$ cat src/cartridge_bank_mapper_scanline_irq_unit_defines.svh
// Assertion macros shared by the cartridge mapper RTL.
// Included by every module that carries concurrent assertions; needs nothing else.
`ifndef CARTRIDGE_BANK_MAPPER_SCANLINE_IRQ_UNIT_DEFINES_SVH
`define CARTRIDGE_BANK_MAPPER_SCANLINE_IRQ_UNIT_DEFINES_SVH

// Same-cycle implication, disabled while reset is high.
`define CBM_ASSERT_IMPLY(name, clk, rst, ante, cons) \
   name: assert property (@(posedge clk) disable iff (rst) (ante) |-> (cons)) \
      else $error("cbm assertion failed");

// Next-cycle implication, disabled while reset is high.
`define CBM_ASSERT_NEXT(name, clk, rst, ante, cons) \
   name: assert property (@(posedge clk) disable iff (rst) (ante) |=> (cons)) \
      else $error("cbm assertion failed");

`endif

$ cat src/cbm_pkg.sv
// Shared types, address constants and helper functions of the cartridge mapper.
// Used by cbm_regs and the top level; depends on nothing.
package cbm_pkg;

   localparam int WORK_RAM_BYTES = 8192;
   localparam int WRAM_AW        = $clog2(WORK_RAM_BYTES);

   localparam logic [8:0] VISIBLE_LAST_LINE = 9'd239;

   localparam logic [15:0] PRG_BANK_BASE = 16'h8000;
   localparam logic [15:0] CHR_BANK_BASE = 16'h9000;
   localparam logic [15:0] IRQ_ACK_ADDR  = 16'hC002;
   localparam logic [15:0] IRQ_EN_ADDR   = 16'hC003;
   localparam logic [15:0] IRQ_LOAD_ADDR = 16'hC005;
   localparam logic [15:0] MIRROR_ADDR   = 16'hD001;
   localparam logic [2:0]  WRAM_WINDOW   = 3'b011;    // top bits of 0x6000-0x7FFF
   localparam logic [1:0]  FIXED_SLOT    = 2'd3;      // 0xE000-0xFFFF

   localparam logic [7:0] PRG_MASK_RESET = 8'd31;
   localparam logic [7:0] CHR_MASK_RESET = 8'd255;

   localparam int CSR_AW = 3;
   localparam int CSR_DW = 32;

   typedef enum logic {
      CSR_PRG_MASK = 1'b0,
      CSR_CHR_MASK = 1'b1
   } csr_index_type;

   typedef enum logic [1:0] {
      KIND_CPU_WRITE = 2'd0,
      KIND_CPU_READ  = 2'd1,
      KIND_TICK      = 2'd2,
      KIND_PPU_FETCH = 2'd3
   } kind_type;

   typedef struct packed {
      logic               we;
      logic               re;
      logic [WRAM_AW-1:0] addr;
      logic [7:0]         wdata;
   } cbm_ram_req_type;

   typedef struct packed {
      logic        read_valid;
      logic [20:0] prg_rom_address;
      logic        prg_valid;
      logic [17:0] chr_rom_address;
      logic [1:0]  mirror_mode;
      logic        irq_line;
   } cbm_result_type;

   // Offset within the 8K window folded onto the work RAM size. The quotient
   // never exceeds seven, so three restoring subtract steps are enough.
   function automatic logic [WRAM_AW-1:0] wram_index(input logic [12:0] offset);
      logic [15:0] rem;
      rem = {3'b000, offset};
      if (rem >= 16'(4 * WORK_RAM_BYTES)) rem = rem - 16'(4 * WORK_RAM_BYTES);
      if (rem >= 16'(2 * WORK_RAM_BYTES)) rem = rem - 16'(2 * WORK_RAM_BYTES);
      if (rem >= 16'(WORK_RAM_BYTES))     rem = rem - 16'(WORK_RAM_BYTES);
      return rem[WRAM_AW-1:0];
   endfunction

endpackage

$ cat src/cbm_regs.sv
// Mapper register file: bank registers, mirroring, scanline IRQ counter and CSRs.
// Decodes each accepted transaction and forms the work RAM request and result fields.
// Depends on cbm_pkg and the assertion macro header.
`include "cartridge_bank_mapper_scanline_irq_unit_defines.svh"

module cbm_regs
   import cbm_pkg::*;
(
   input  logic                clock,
   input  logic                reset,
   input  logic                accept,
   input  logic [1:0]          req_kind,
   input  logic [15:0]         req_cpu_addr,
   input  logic [7:0]          req_bus_data,
   input  logic [12:0]         req_ppu_addr,
   input  logic [8:0]          req_line_number,
   input  logic                req_display_on,
   input  logic                csr_psel,
   input  logic                csr_penable,
   input  logic                csr_pwrite,
   input  logic [CSR_AW-1:0]   csr_paddr,
   input  logic [CSR_DW-1:0]   csr_pwdata,
   output logic [CSR_DW-1:0]   csr_prdata,
   output cbm_ram_req_type     ram_req,
   output cbm_result_type      result
);

   logic [7:0] prg_mask_ff, prg_mask_in;
   logic [7:0] chr_mask_ff, chr_mask_in;
   logic [7:0] prg_bank_ff [3];
   logic [7:0] prg_bank_in [3];
   logic [7:0] chr_bank_ff [8];
   logic [7:0] chr_bank_in [8];
   logic [7:0] mirror_ff, mirror_in;
   logic [7:0] irq_counter_ff, irq_counter_in;
   logic       irq_enable_ff, irq_enable_in;
   logic       irq_pending_ff, irq_pending_in;

   kind_type      kind;
   csr_index_type csr_index;
   logic          csr_write;
   logic          in_wram;
   logic [1:0]    prg_slot;
   logic [7:0]    prg_bank;
   logic [7:0]    chr_bank;
   logic [7:0]    counter_dec;

   assign kind      = kind_type'(req_kind);
   assign csr_index = csr_index_type'(csr_paddr[2]);
   assign csr_write = csr_psel && csr_penable && csr_pwrite;
   assign in_wram   = (req_cpu_addr[15:13] == WRAM_WINDOW);

   always_comb begin
      unique case (csr_index)
         CSR_PRG_MASK: csr_prdata = {24'd0, prg_mask_ff};
         CSR_CHR_MASK: csr_prdata = {24'd0, chr_mask_ff};
         default:      csr_prdata = '0;
      endcase
   end

   always_comb begin
      prg_mask_in = prg_mask_ff;
      chr_mask_in = chr_mask_ff;
      if (csr_write) begin
         unique case (csr_index)
            CSR_PRG_MASK: prg_mask_in = csr_pwdata[7:0];
            CSR_CHR_MASK: chr_mask_in = csr_pwdata[7:0];
            default: ;
         endcase
      end
   end

   assign counter_dec = irq_counter_ff - 8'd1;

   always_comb begin
      prg_bank_in    = prg_bank_ff;
      chr_bank_in    = chr_bank_ff;
      mirror_in      = mirror_ff;
      irq_counter_in = irq_counter_ff;
      irq_enable_in  = irq_enable_ff;
      irq_pending_in = irq_pending_ff;
      if (accept) begin
         unique case (kind)
            KIND_CPU_WRITE: begin
               if (!in_wram) begin
                  priority if (req_cpu_addr[15:2] == PRG_BANK_BASE[15:2]
                               && req_cpu_addr[1:0] != FIXED_SLOT) begin
                     prg_bank_in[req_cpu_addr[1:0]] = req_bus_data;
                  end else if (req_cpu_addr[15:3] == CHR_BANK_BASE[15:3]) begin
                     chr_bank_in[req_cpu_addr[2:0]] = req_bus_data;
                  end else if (req_cpu_addr == IRQ_ACK_ADDR) begin
                     irq_enable_in  = 1'b0;
                     irq_pending_in = 1'b0;
                  end else if (req_cpu_addr == IRQ_EN_ADDR) begin
                     irq_enable_in = 1'b1;
                  end else if (req_cpu_addr == IRQ_LOAD_ADDR) begin
                     irq_counter_in = req_bus_data;
                  end else if (req_cpu_addr == MIRROR_ADDR) begin
                     mirror_in = req_bus_data;
                  end else begin
                  end
               end
            end
            KIND_TICK: begin
               if (req_line_number <= VISIBLE_LAST_LINE && req_display_on
                   && irq_enable_ff) begin
                  irq_counter_in = counter_dec;
                  // Reaching zero raises the request; starting from zero just wraps.
                  if (counter_dec == 8'd0) begin
                     irq_pending_in = 1'b1;
                     irq_enable_in  = 1'b0;
                  end
               end
            end
            KIND_CPU_READ, KIND_PPU_FETCH: ;
            default: ;
         endcase
      end
   end

   always_ff @(posedge clock) begin
      if (reset) begin
         prg_mask_ff    <= PRG_MASK_RESET;
         chr_mask_ff    <= CHR_MASK_RESET;
         prg_bank_ff    <= '{default: 8'd0};
         chr_bank_ff    <= '{default: 8'd0};
         mirror_ff      <= 8'd0;
         irq_counter_ff <= 8'd0;
         irq_enable_ff  <= 1'b0;
         irq_pending_ff <= 1'b0;
      end else begin
         prg_mask_ff    <= prg_mask_in;
         chr_mask_ff    <= chr_mask_in;
         prg_bank_ff    <= prg_bank_in;
         chr_bank_ff    <= chr_bank_in;
         mirror_ff      <= mirror_in;
         irq_counter_ff <= irq_counter_in;
         irq_enable_ff  <= irq_enable_in;
         irq_pending_ff <= irq_pending_in;
      end
   end

   // Bank lookups for the result fields.
   assign prg_slot = req_cpu_addr[14:13];
   assign prg_bank = (prg_slot == FIXED_SLOT) ? prg_mask_ff
                                              : (prg_bank_ff[prg_slot] & prg_mask_ff);
   assign chr_bank = chr_bank_ff[req_ppu_addr[12:10]] & chr_mask_ff;

   always_comb begin
      result                 = '0;
      result.mirror_mode     = {mirror_in[1], ~mirror_in[0]};
      result.irq_line        = irq_pending_in;
      ram_req.we             = 1'b0;
      ram_req.re             = 1'b0;
      ram_req.addr           = wram_index(req_cpu_addr[12:0]);
      ram_req.wdata          = req_bus_data;
      unique case (kind)
         KIND_CPU_WRITE: begin
            ram_req.we = accept && in_wram;
         end
         KIND_CPU_READ: begin
            if (in_wram) begin
               ram_req.re        = accept;
               result.read_valid = 1'b1;
            end else if (req_cpu_addr[15]) begin
               result.prg_rom_address = {prg_bank, req_cpu_addr[12:0]};
               result.prg_valid       = 1'b1;
            end
         end
         KIND_PPU_FETCH: begin
            result.chr_rom_address = {chr_bank, req_ppu_addr[9:0]};
         end
         KIND_TICK: ;
         default: ;
      endcase
   end

   `CBM_ASSERT_IMPLY(a_irq_rise_from_enable, clock, reset, $rose(irq_pending_ff),
                     $past(irq_enable_ff) && !irq_enable_ff)
   `CBM_ASSERT_IMPLY(a_irq_rise_at_zero, clock, reset, $rose(irq_pending_ff),
                     irq_counter_ff == 8'd0)
   `CBM_ASSERT_NEXT(a_counter_idle_stable, clock, reset, !accept,
                    $stable(irq_counter_ff) && $stable(irq_pending_ff))

endmodule

$ cat config.mk
export PLATFORM = sky130hd
export DESIGN_NAME = cbm_regs
export DESIGN_NICKNAME = d
export VERILOG_FILES = /design/src/cbm_pkg.sv /design/src/cbm_regs.sv
export VERILOG_INCLUDE_DIRS = /design/src /design/src/src
export SDC_FILE = /design/constraint.sdc
export NUM_CORES = 1
export LEC_CHECK = 0
export BUFFER_PORTS_ARGS = -buffer_cell sky130_fd_sc_hd__buf_2
export CAP_MARGIN = 20
export CORE_MARGIN = 2
export CORE_UTILIZATION = 45
export CTS_CLUSTER_DIAMETER = 100
export DETAILED_ROUTE_END_ITERATION = 6
export PLACE_DENSITY = 0.71
export SETUP_SLACK_MARGIN = 0.05
export SYNTH_ARGS = -nofsm -noshare
export SYNTH_HDL_FRONTEND = slang
export SYNTH_SLANG_ARGS = --single-unit
export TNS_END_PERCENT = 100
$ cat constraint.sdc
create_clock -name clock -period 4.8 [get_ports clock]
set_input_delay 0 -clock clock [delete_from_list [all_inputs] [get_ports clock]]
set_output_delay 0 -clock clock [all_outputs]
set_load 0.01 [all_outputs]
Word-level counts from Yosys, hierarchy flattened
Cells that the tools add are included.
{ "word_totals": {"output_inout_bits": 99, "wordCells": 128, "reg_bits": 116, "inputBits": 90} }
{ "classes": {"n_eq_ne": 21, "n_mux": 55, "n_reduce_logical": 17, "n_bitwise": 10, "order_cmp": 7, "addsub": 1} }
{ "ops": {"columns": ["op", "n"], "rows": [
  ["2-to-1 mux 8 bit", 14],
  ["bitwise mux 64 bit", 1],
  ["== test 16 bit, second input constant", 4],
  ["one-hot mux 32 bit (2 select lines)", 1],
  ["2-to-1 mux 22 bit", 2],
  ["binary-select mux 8 bit (select 3 bit)", 1],
  ["bitwise mux 24 bit", 1],
  ["demux 8 bit (select 3 bit)", 1],
  ["2-to-1 mux 23 bit", 1],
  ["2-to-1 mux 1 bit", 18],
  ["2-to-1 mux 18 bit", 1],
  ["2-to-1 mux 2 bit", 9],
  ["inequality test 2 bit, second input constant", 9],
  ["bitwise AND 8 bit", 2],
  ["binary-select mux 8 bit (select 2 bit)", 1],
  ["demux 8 bit (select 2 bit)", 1],
  ["one-hot mux 8 bit (2 select lines)", 1],
  ["== test 14 bit, second input constant", 1],
  ["== test 13 bit, second input constant", 1],
  ["<= comparator 9 x 8 -> 1 bit, second input constant", 1],
  ["AND reduction 9 bit", 1],
  [">= comparator 4 bit, second input constant", 2],
  ["logical AND 1 bit", 8],
  ["zero test 8 bit", 1],
  ["other kinds (18)", 28]
]} }

Longest topological paths before layout
Gate-level depths: netlist of run 1.
{ "logic_depth": {"word_depth": 11, "ltp_mapped": 8} }

Worst setup path before layout of run 1
OpenSTA, ideal clock, no wires.
{ "synth_path": {"path_type": "register -> register", "from": "register irq_counter_ff[2]", "to": "register irq_enable_ff", "period_less_slack_ns": 1.954, "setup_slack_ns": 2.846, "arrival_ns": 1.838, "stages_incl_launch_ff": 7, "setup_ns": 0.116, "path_cell_list": "dfxtp_1 -> buf_2 -> or3_1 -> or4_4 -> xor2_1 -> o2111ai_1 -> a41o_1"} }
{ "synth_between": {"elab_chain_cells": 4} }
{ "synth_rtl": {"columns": ["element", "line_no", "source"], "rows": [
  ["from (decl)", "cbm_regs.sv:35", "logic [7:0] irq_counter_ff, irq_counter_in;"],
  ["from (signal assigned)", "cbm_regs.sv:137", "irq_counter_ff <= irq_counter_in;"],
  ["subtractor 8 x 1 -> 8 bit", "cbm_regs.sv:73", "assign counter_dec = irq_counter_ff - 8'd1;"],
  ["zero test 8 bit", "cbm_regs.sv:109", "if (counter_dec == 8'd0) begin"],
  ["inequality test 2 bit (no line)", null, null],
  ["AND reduction 8 bit (no line)", null, null],
  ["to (signal assigned)", "cbm_regs.sv:138", "irq_enable_ff <= irq_enable_in;"],
  ["to (decl)", "cbm_regs.sv:36", "logic irq_enable_ff, irq_enable_in;"]
]} }
Every way passes these cells.
A chain may end at the register's enable or synchronous reset.

==> impl_metrics.tcl, run 1 <==
set metrics [dict create \
    finalHoldViolations 0 \
    area_growth_pct 20.1 \
    async_reset_ff_share_pct 0 \
    synth-edff-count 0 \
    dp.final_hpwl_um 10500 \
    fmaxAchievable_ghz 0.429 \
    port_buffers 134 \
    vias_per_cell 5.24 \
    p_seq_share_pct 37.6 \
    p_sw_share_pct 21.9 \
    globalplace.congestion 0.789 \
    cts_max_level 4 \
    io_pins 189 \
    pwr-share-comb_pct 8.3 \
    synth_warnings 0 \
    grt_pass1_wl_um 25300 \
    crit_family "simple AND/OR/NAND/NOR gates" \
    max_stage_delay_ns 0.52 \
    p_clk_share_pct 54.0 \
    holdBufCountCts 14 \
    setup_viol 0 \
    cts.sinks 116 \
    clock_latency_ns 0.41 \
    rsz0062_at_grt "false" \
    cts-resized-gates 0 \
    p_total_uw 2600 \
    relSlewSlack_pct 27.7 \
    drc 0 \
    crit_slowest_cell "or4_4" \
    tightest_slew_ns 1.09 \
    final_core_util_pct 55.8 \
    path_cells "or3_1 > or4_4 > xor2_1 > o2111ai_1 > nand2_1 > buf_2" \
    finClkSkew_ns 0.00402 \
    grt_overflow 0 \
    routed_wl_um 15800 \
    critical_path_class "flop to primary output" \
    maxCapViolations 0 \
    cts_buffers 17 \
    dieArea_um2 14700 \
    cp_num_buf_inv 1 \
    status "finished clean" \
    irDropWorstVdd_mv 0.227 \
    clockBufferDepth 2 \
    clk_pin_slew_worst_paths_ns 0.05 \
    postRouteAntennaNets 0 \
    nFillCells 1227 \
    chipWidth_um 121 \
    postSynthCellCount 706 \
    finalMaxSlewViolations 0 \
    grt_pass1_vias 4950 \
    cp.arrival_ns 2.33 \
    synth_cell_types 57 \
    tns_ns 0 \
    critPathLaunchType "flop" \
    crit_fanout 9 \
    fin_nets 894 \
    vias 5192 \
    grtUsageTotal_pct 22.1 \
    syn_area_um2 6200 \
    power.switching_uw 570 \
    post-place-cells 944 \
    antenna_found_initial 0 \
    avgSynthCellArea_um2 8.78 \
    drt_iter0_markers 395 \
    mostFrequentLayoutCells "buf_2, nand2_1, dfxtp_1" \
    rows 42 \
    period_needed_ns 2.33 \
    path_depth 6 \
    synth_flop_cell "dfxtp_1" \
    n_antenna_cell 0 \
    final_cells 991 \
    layout_commonest_cell "buf_2" \
    p_leak_uw 0.00316 \
    powerDensity_nw_per_um2 349 \
    ys_seq_area_share_pct 37.5 \
    internal_power_uw 2030 \
    grt_max_degree 102 \
    required_ns 4.80 \
    rrSetupSlack_ns 2.67 \
    post_drt_wl_per_cell_um 16.0 \
    initial_core_util_pct 46.4 \
    die_y_um 121 \
    ys_seq_elements 116 \
    period_share_pct 48.5 \
    tritoncts "built" \
    holdPathStages 3 \
    hp-class "primary input to flop" \
    endpoint_kind "primary output" \
    core-area_um2 13300 \
    cts_setup_buffers 0 \
    layout-drive-gt1-share_pct 26.5 \
    r2r_cells 7 \
    clock-root-buffer "clkbuf_16" \
    dr.pass1.iters 5 \
]
final timing paths:
| path | from | end |
|---|---|---|
| max reg2reg | irq_counter_ff[0] | irq_counter_ff[6] |
| min | req_bus_data[2] | chr_bank_ff[26] |
| min reg2reg | chr_bank_ff[27] | chr_bank_ff[27] |
| max | irq_counter_ff[2] | result[0] |
power by group through the flow:
stage | Sequential (uW) | Combinational (uW) | Clock (uW)
2_1_floorplan | 995 | 157 | 0
3_3_place_gp | 997 | 205 | 0
3_5_place_dp | 997 | 206 | 0
4_1_cts | 977 | 216 | 1430
5_1_grt | 977 | 237 | 1470
6_report | 977 | 217 | 1400
metrics by stage:
stage               hold WS, ns  setup WS, ns  area, um^2
floorplan                0.0918          2.85        6280
global placement          0.231          2.77        6630
detailed placement        0.237          2.73        6630
CTS                     0.00216          2.44        7430
global route             0.0220          2.31        7440
finish                  0.00716          2.47        7440
kinds of logic after synthesis:
kind of cell	share of synthesized area, %
XOR/XNOR	0.283
other	0.0605
flip-flops	37.5
adder cells (fa/ha/maj)	0.404
AO/OA/AOI/OAI	7.57
AND/OR/NAND/NOR	25.4
buffers and inverters	9.12
multiplexers	19.7
cells in the mapped netlist (7+ instances only):
library cell / number / share of area [%]
dfxtp_1: 116 / 37
o22ai_1: 8 / 0.81
nor2b_1: 7 / 0.71
mux2_2: 17 / 3.1
and3_1: 12 / 1.2
and2_1: 16 / 1.6
buf_2: 11 / 0.89
nor2_1: 74 / 4.5
buf_4: 47 / 5.7
nor3b_1: 10 / 1.2
mux2i_1: 67 / 11
nand2_1: 119 / 7.2
nand4_1: 7 / 0.71
clkbuf_1: 37 / 2.2
a21oi_1: 55 / 4.4
nand3_1: 11 / 0.89
mux4_2: 16 / 5.8
area by class of cell:
type / instances / area, um^2 / area share, %
clock inverters: 8 / 170 / 2.29
multi-input cells: 513 / 3400 / 45.6
well taps: 176 / 220 / 2.96
repair buffers: 150 / 826 / 11.1
clock buffers: 24 / 492 / 6.61
inverters: 4 / 15.0 / 0.202
flip-flops and latches: 116 / 2320 / 31.2
sequential cells by signal, indices dropped and copies added (netlist names):
name and count:
irq_pending_ff 1, irq_enable_ff 1, chr_mask_ff 8, mirror_ff 2
irq_counter_ff 8, prg_bank_ff 24, chr_bank_ff 64, prg_mask_ff 8
worst min-delay path, cell delays in order:
cell and delay, ns:
buf_2 0.21, nand2_1 0.09, a21oi_1 0.06
routing by layer:
metal  track usage, %  vias up  routed length [um]
met5                0        -                   0
met4             6.11        0                 196
met3             5.12       18                 972
met2             36.3      154                7530
met1             29.1     2458                7110
li1                 -     2562                   -
No activity file was read; power rests on OpenSTA's default activity.
==> inputs of run 2 (changes only) <==
Clock period 4.8 ns to 2.35 ns, I/O delays scaled along.
==> impl_metrics.tcl, run 2 (synthesis gave the netlist of run 1 again) <==
set metrics [dict create \
    finalMaxSlewViolations 0 \
    p_seq_share_pct 39.5 \
    reg_top3 "chr_bank_ff x64, prg_bank_ff x24" \
    power.switching_uw 1180 \
    mostFrequentLayoutCells "buf_2, nand2_1, dfxtp_1" \
    relSlewSlack_pct 51.5 \
    chipWidth_um 121 \
    nFillCells 1232 \
    cts_buffers 17 \
    cts_max_level 4 \
    crit_slowest_cell "or4_4" \
    antenna_found_initial 0 \
    grt_pass1_wl_um 25800 \
    period_share_pct 91.3 \
    period_needed_ns 2.15 \
    tns_ns 0 \
    met3_length_um 905 \
    path_cells "or3_4 > or4_4 > xor2_2 > o2111ai_2 > nand2_1 > buf_2" \
    globalplace.congestion 0.799 \
    layout-drive-gt1-share_pct 27.8 \
    largest_reg_flops 64 \
    endpoint_kind "primary output" \
    critPathLaunchType "flop" \
    path_depth 6 \
    clock_latency_ns 0.41 \
    setup_viol 0 \
    io_pins 189 \
    grt_max_degree 52 \
    top_layer_used "met4" \
    p_clk_share_pct 51.5 \
    port_buffers 134 \
    finalHoldViolations 0 \
    crit_fanout 7 \
    grtUsageTotal_pct 22.4 \
    top_register "chr_bank_ff" \
    max_stage_delay_ns 0.45 \
    drc 0 \
    dieArea_um2 14700 \
    crit_family "simple AND/OR/NAND/NOR gates" \
    final_core_util_pct 55.8 \
    vias_per_cell 5.24 \
    dp.final_hpwl_um 10700 \
    p_leak_uw 0.00317 \
    tritoncts "built" \
    routed_wl_um 15800 \
    drt_iter0_markers 374 \
    dr.pass1.iters 5 \
    hp-class "primary input to flop" \
    cts.sinks 116 \
    grt_pass1_vias 5074 \
    clock-root-buffer "clkbuf_16" \
    grt_overflow 0 \
    tightest_slew_ns 0.727 \
    post_drt_wl_per_cell_um 15.9 \
    p_sw_share_pct 23.4 \
    die_y_um 121 \
    clockBufferDepth 2 \
    vias 5226 \
    multiInputGateArea_um2 3430 \
    initial_core_util_pct 46.4 \
    layout_commonest_cell "buf_2" \
    cp.arrival_ns 2.15 \
    r2r_cells 5 \
    maxCapViolations 0 \
    holdPathStages 3 \
    fin_nets 900 \
    internal_power_uw 3870 \
    powerDensity_nw_per_um2 677 \
    status "finished clean" \
    drt-met1-wl_um 7200 \
    irDropWorstVdd_mv 0.557 \
    core-area_um2 13300 \
    critical_path_class "flop to primary output" \
    postRouteAntennaNets 0 \
    pwr-share-comb_pct 9.0 \
    fmaxAchievable_ghz 0.466 \
    clk_pin_slew_worst_paths_ns 0.06 \
    cp_num_buf_inv 1 \
    rows 42 \
    dr_wl_met2_um 7570 \
    finClkSkew_ns 0.00540 \
    required_ns 2.35 \
    n_antenna_cell 0 \
    area_growth_pct 20.2 \
    rsz0062_at_grt "false" \
    layout.area.seq_um2 2330 \
]
run 2: changes by cell type in the layout (fill, tap and decap cells not counted), moves of 2 or more:
cell and delta:
clkinv_2 +4, bufinv_16 -2, clkbuf_8 -2, buf_4 +7
run 2: path summary, 6_finish.rpt:
check | start | to | slack [ns]
max reg2reg | irq_counter_ff[3] | irq_enable_ff | 0.47
max | irq_counter_ff[3] | result[0] | 0.20
min | req_bus_data[6] | chr_bank_ff[38] | 0.02
min reg2reg | chr_bank_ff[36] | chr_bank_ff[36] | 0.45
run 2: cell type report:
| type | count | share of cell area (%) |
|---|---|---|
| clock inverters | 10 | 1.75 |
| multi-input cells | 513 | 46.0 |
| well taps | 176 | 2.96 |
| repair buffers | 156 | 11.7 |
| flip-flops and latches | 116 | 31.2 |
| clock buffers | 22 | 6.23 |
| inverters | 4 | 0.202 |
run 2: stage by stage:
step                      instances  cell area [um^2]  hold slack, ns  total power (uW)  setup WS, ns
after floorplan                 729              6280          0.0918              2350         0.396
after global placement          952              6690           0.234              2460         0.390
after detailed placement        952              6690           0.232              2460         0.381
after CTS                       997              7420         0.00631              5060        0.0582
after global routing            997              7450          0.0179              5200        0.0743
final                           997              7450          0.0176              5050         0.204
run 2: routing by layer:
metal  vias to the layer above  GRT usage, %
met5                         -             0
met4                         0          6.54
met3                        20          4.84
met2                       156          36.6
met1                      2463          29.7
li1                       2587             -
run 2: power groups by stage:
stage	Sequential [uW]	Clock (uW)	Combinational, uW
6_report	1990	2600	453
5_1_grt	2000	2710	494
4_1_cts	1990	2620	447
3_5_place_dp	2040	0	426
3_3_place_gp	2040	0	424
2_1_floorplan	2030	0	322
run 2: timing repair:
item / 4_1_cts / 5_1_grt
hold buffers: 13 / 0
resized for setup: 1 / 6
endpoints found under the setup margin: 1 / 1
hold endpoints to repair: 35 / 0
buffers inserted: 0 / 0
pin swaps: 0 / 3
run 2: worst reg2reg max path, delay by kind of cell (launching register included):
family          cells  cell delay [ns]
simple gates        2             0.84
compound gates      2             0.39
flops               1             0.36
xor+xnor            1             0.18
==> inputs of run 3 (changes only) <==
Settings changed: RECOVER_POWER set to 50.
==> impl_metrics.tcl, run 3 (synthesis gave the netlist of run 1 again) <==
set metrics [dict create \
    cts_buffers 17 \
    rrSetupSlack_ns 0.46 \
    clock_latency_ns 0.41 \
    timing.hold.ws_ns 0.0804 \
    timing.rr.end "irq_counter_ff[6]" \
    required_ns 2.35 \
    grt_max_degree 52 \
    fmaxAchievable_ghz 0.465 \
    critical_path_class "flop to primary output" \
    tightest_slew_ns 0.918 \
    cts.sinks 116 \
    period_share_pct 91.6 \
    n_antenna_cell 0 \
    dp.final_hpwl_um 10700 \
    layout_commonest_cell "nand2_1" \
    tns_ns 0 \
    cp.arrival_ns 2.15 \
    crit_slowest_cell "or4_4" \
    chipWidth_um 121 \
    port_buffers 134 \
    dpl_worst_slack_ns 0.381 \
    largest_reg_flops 64 \
    path_cells "or3_4 > or4_4 > xor2_2 > o2111ai_2 > nand2_1 > buf_2" \
    p_total_uw 5030 \
    critPathLaunchType "flop" \
    dieArea_um2 14700 \
    final_cell_area_um2 7340 \
    powerDensity_nw_per_um2 686 \
    r2r_cells 7 \
    crit_fanout 7 \
    maxCapViolations 0 \
    grt_overflow 0 \
    p_leak_uw 0.00296 \
    grt_pass1_vias 5074 \
    clk_pin_slew_worst_paths_ns 0.06 \
    fin_ws_ns 0.198 \
    finalMaxSlewViolations 0 \
    status "finished clean" \
    placed_cell_area_um2 6690 \
    post_drt_wl_per_cell_um 16.0 \
    rows 42 \
    vias 5263 \
    endpoint_kind "primary output" \
    drc 0 \
    io_pins 189 \
    initial_core_util_pct 46.4 \
    core-area_um2 13300 \
    cp-startpoint "irq_counter_ff[3]" \
    area_growth_pct 18.4 \
    cts_max_level 4 \
    clockBufferDepth 2 \
    finalHoldViolations 0 \
    fin_nets 900 \
    layout-drive-gt1-share_pct 20.3 \
    antenna_found_initial 0 \
    period_needed_ns 2.15 \
    path_depth 6 \
    holdPathStages 5 \
    dr.pass1.iters 7 \
    r2r-start "irq_counter_ff[0]" \
    hp-class "primary input to flop" \
    relSlewSlack_pct 38.8 \
    max_stage_delay_ns 0.45 \
    grtUsageTotal_pct 22.4 \
    rsz0062_at_grt "false" \
    cts_setup_buffers 0 \
    hp-start "req_line_number[8]" \
    cp_num_buf_inv 1 \
    die_y_um 121 \
    postRouteAntennaNets 0 \
    globalplace.congestion 0.799 \
    finClkSkew_ns 0.00485 \
    nFillCells 1273 \
    irDropWorstVdd_mv 0.560 \
    tritoncts "built" \
    crit_path_end "result[0]" \
    vias_per_cell 5.28 \
    clock-root-buffer "clkbuf_16" \
    crit_family "simple AND/OR/NAND/NOR gates" \
    routed_wl_um 16000 \
    drt_iter0_markers 397 \
    reg_top3 "chr_bank_ff x64, prg_bank_ff x24" \
    setup_viol 0 \
    top_register "chr_bank_ff" \
    grt_pass1_wl_um 25800 \
    mostFrequentLayoutCells "nand2_1, dfxtp_1, buf_2" \
]
-- run 3: cell types whose count changed in the layout (fill, tap and decap cells not counted), sizes merged --
cell	delta
clkbuf	+60
buf	-60
-- run 3: per-stage QoR --
step	util [%]	std cells
finish	55.0	997
global route	55.0	997
CTS	55.6	997
detailed placement	50.1	952
global placement	50.1	952
floorplan	-	729
-- run 3: how the worst min path moves through the flow --
stage,slack (ns),endpoint
detailed placement,0.23,chr_mask_ff[0]
CTS,0.006,chr_bank_ff[26]
global placement,0.23,chr_mask_ff[4]
finish,0.08,irq_counter_ff[0]
global route,0.11,irq_counter_ff[0]
floorplan,0.09,ram_req[0]
-- run 3: what timing repair did --
item                       4_1_cts  5_1_grt
gates resized for setup          1        6
cloned                           0        0
setup endpoints to repair        1        1
hold endpoints to repair        35        0
pin swaps                        0        3
hold buffers                    13        0
-- run 3: cell type report --
| class | count | area (um^2) | share of cell area, % |
|---|---|---|---|
| tap | 176 | 220 | 3.00 |
| timing repair buffer | 156 | 791 | 10.8 |
| clock inverter | 10 | 130 | 1.77 |
| clock buffer | 22 | 464 | 6.32 |
| inverter | 4 | 15.0 | 0.205 |
| multi-input combinational | 513 | 3390 | 46.2 |
| sequential | 116 | 2330 | 31.7 |
-- run 3: routing by layer --
layer | up-vias | share of wire (%) | routed length, um | GRT usage, %
met5 | - | 0 | 0 | 0
met4 | 0 | 1.5 | 247 | 6.54
met3 | 26 | 6.0 | 965 | 4.84
met2 | 187 | 47 | 7440 | 36.6
met1 | 2471 | 46 | 7330 | 29.7
li1 | 2579 | - | - | -
-- run 3: worst reg2reg max path, delay by kind of cell, from the launching register on --
kind	cells	cell delay (ns)
AND/OR/NAND/NOR	3	1.05
buffers and inverters	1	0.08
adder cells (fa/ha/maj)	1	0.15
flip-flops	1	0.36
AO/OA/AOI/OAI	2	0.19
-- run 3: report_power, final --
| part | leakage, uW | internal [uW] | switching (uW) |
|---|---|---|---|
| Sequential | 0.000937 | 1980 | 13.6 |
| Combinational | 0.00173 | 159 | 280 |
| Clock | 0.000290 | 1710 | 888 |
| Total | 0.00296 | 3850 | 1180 |
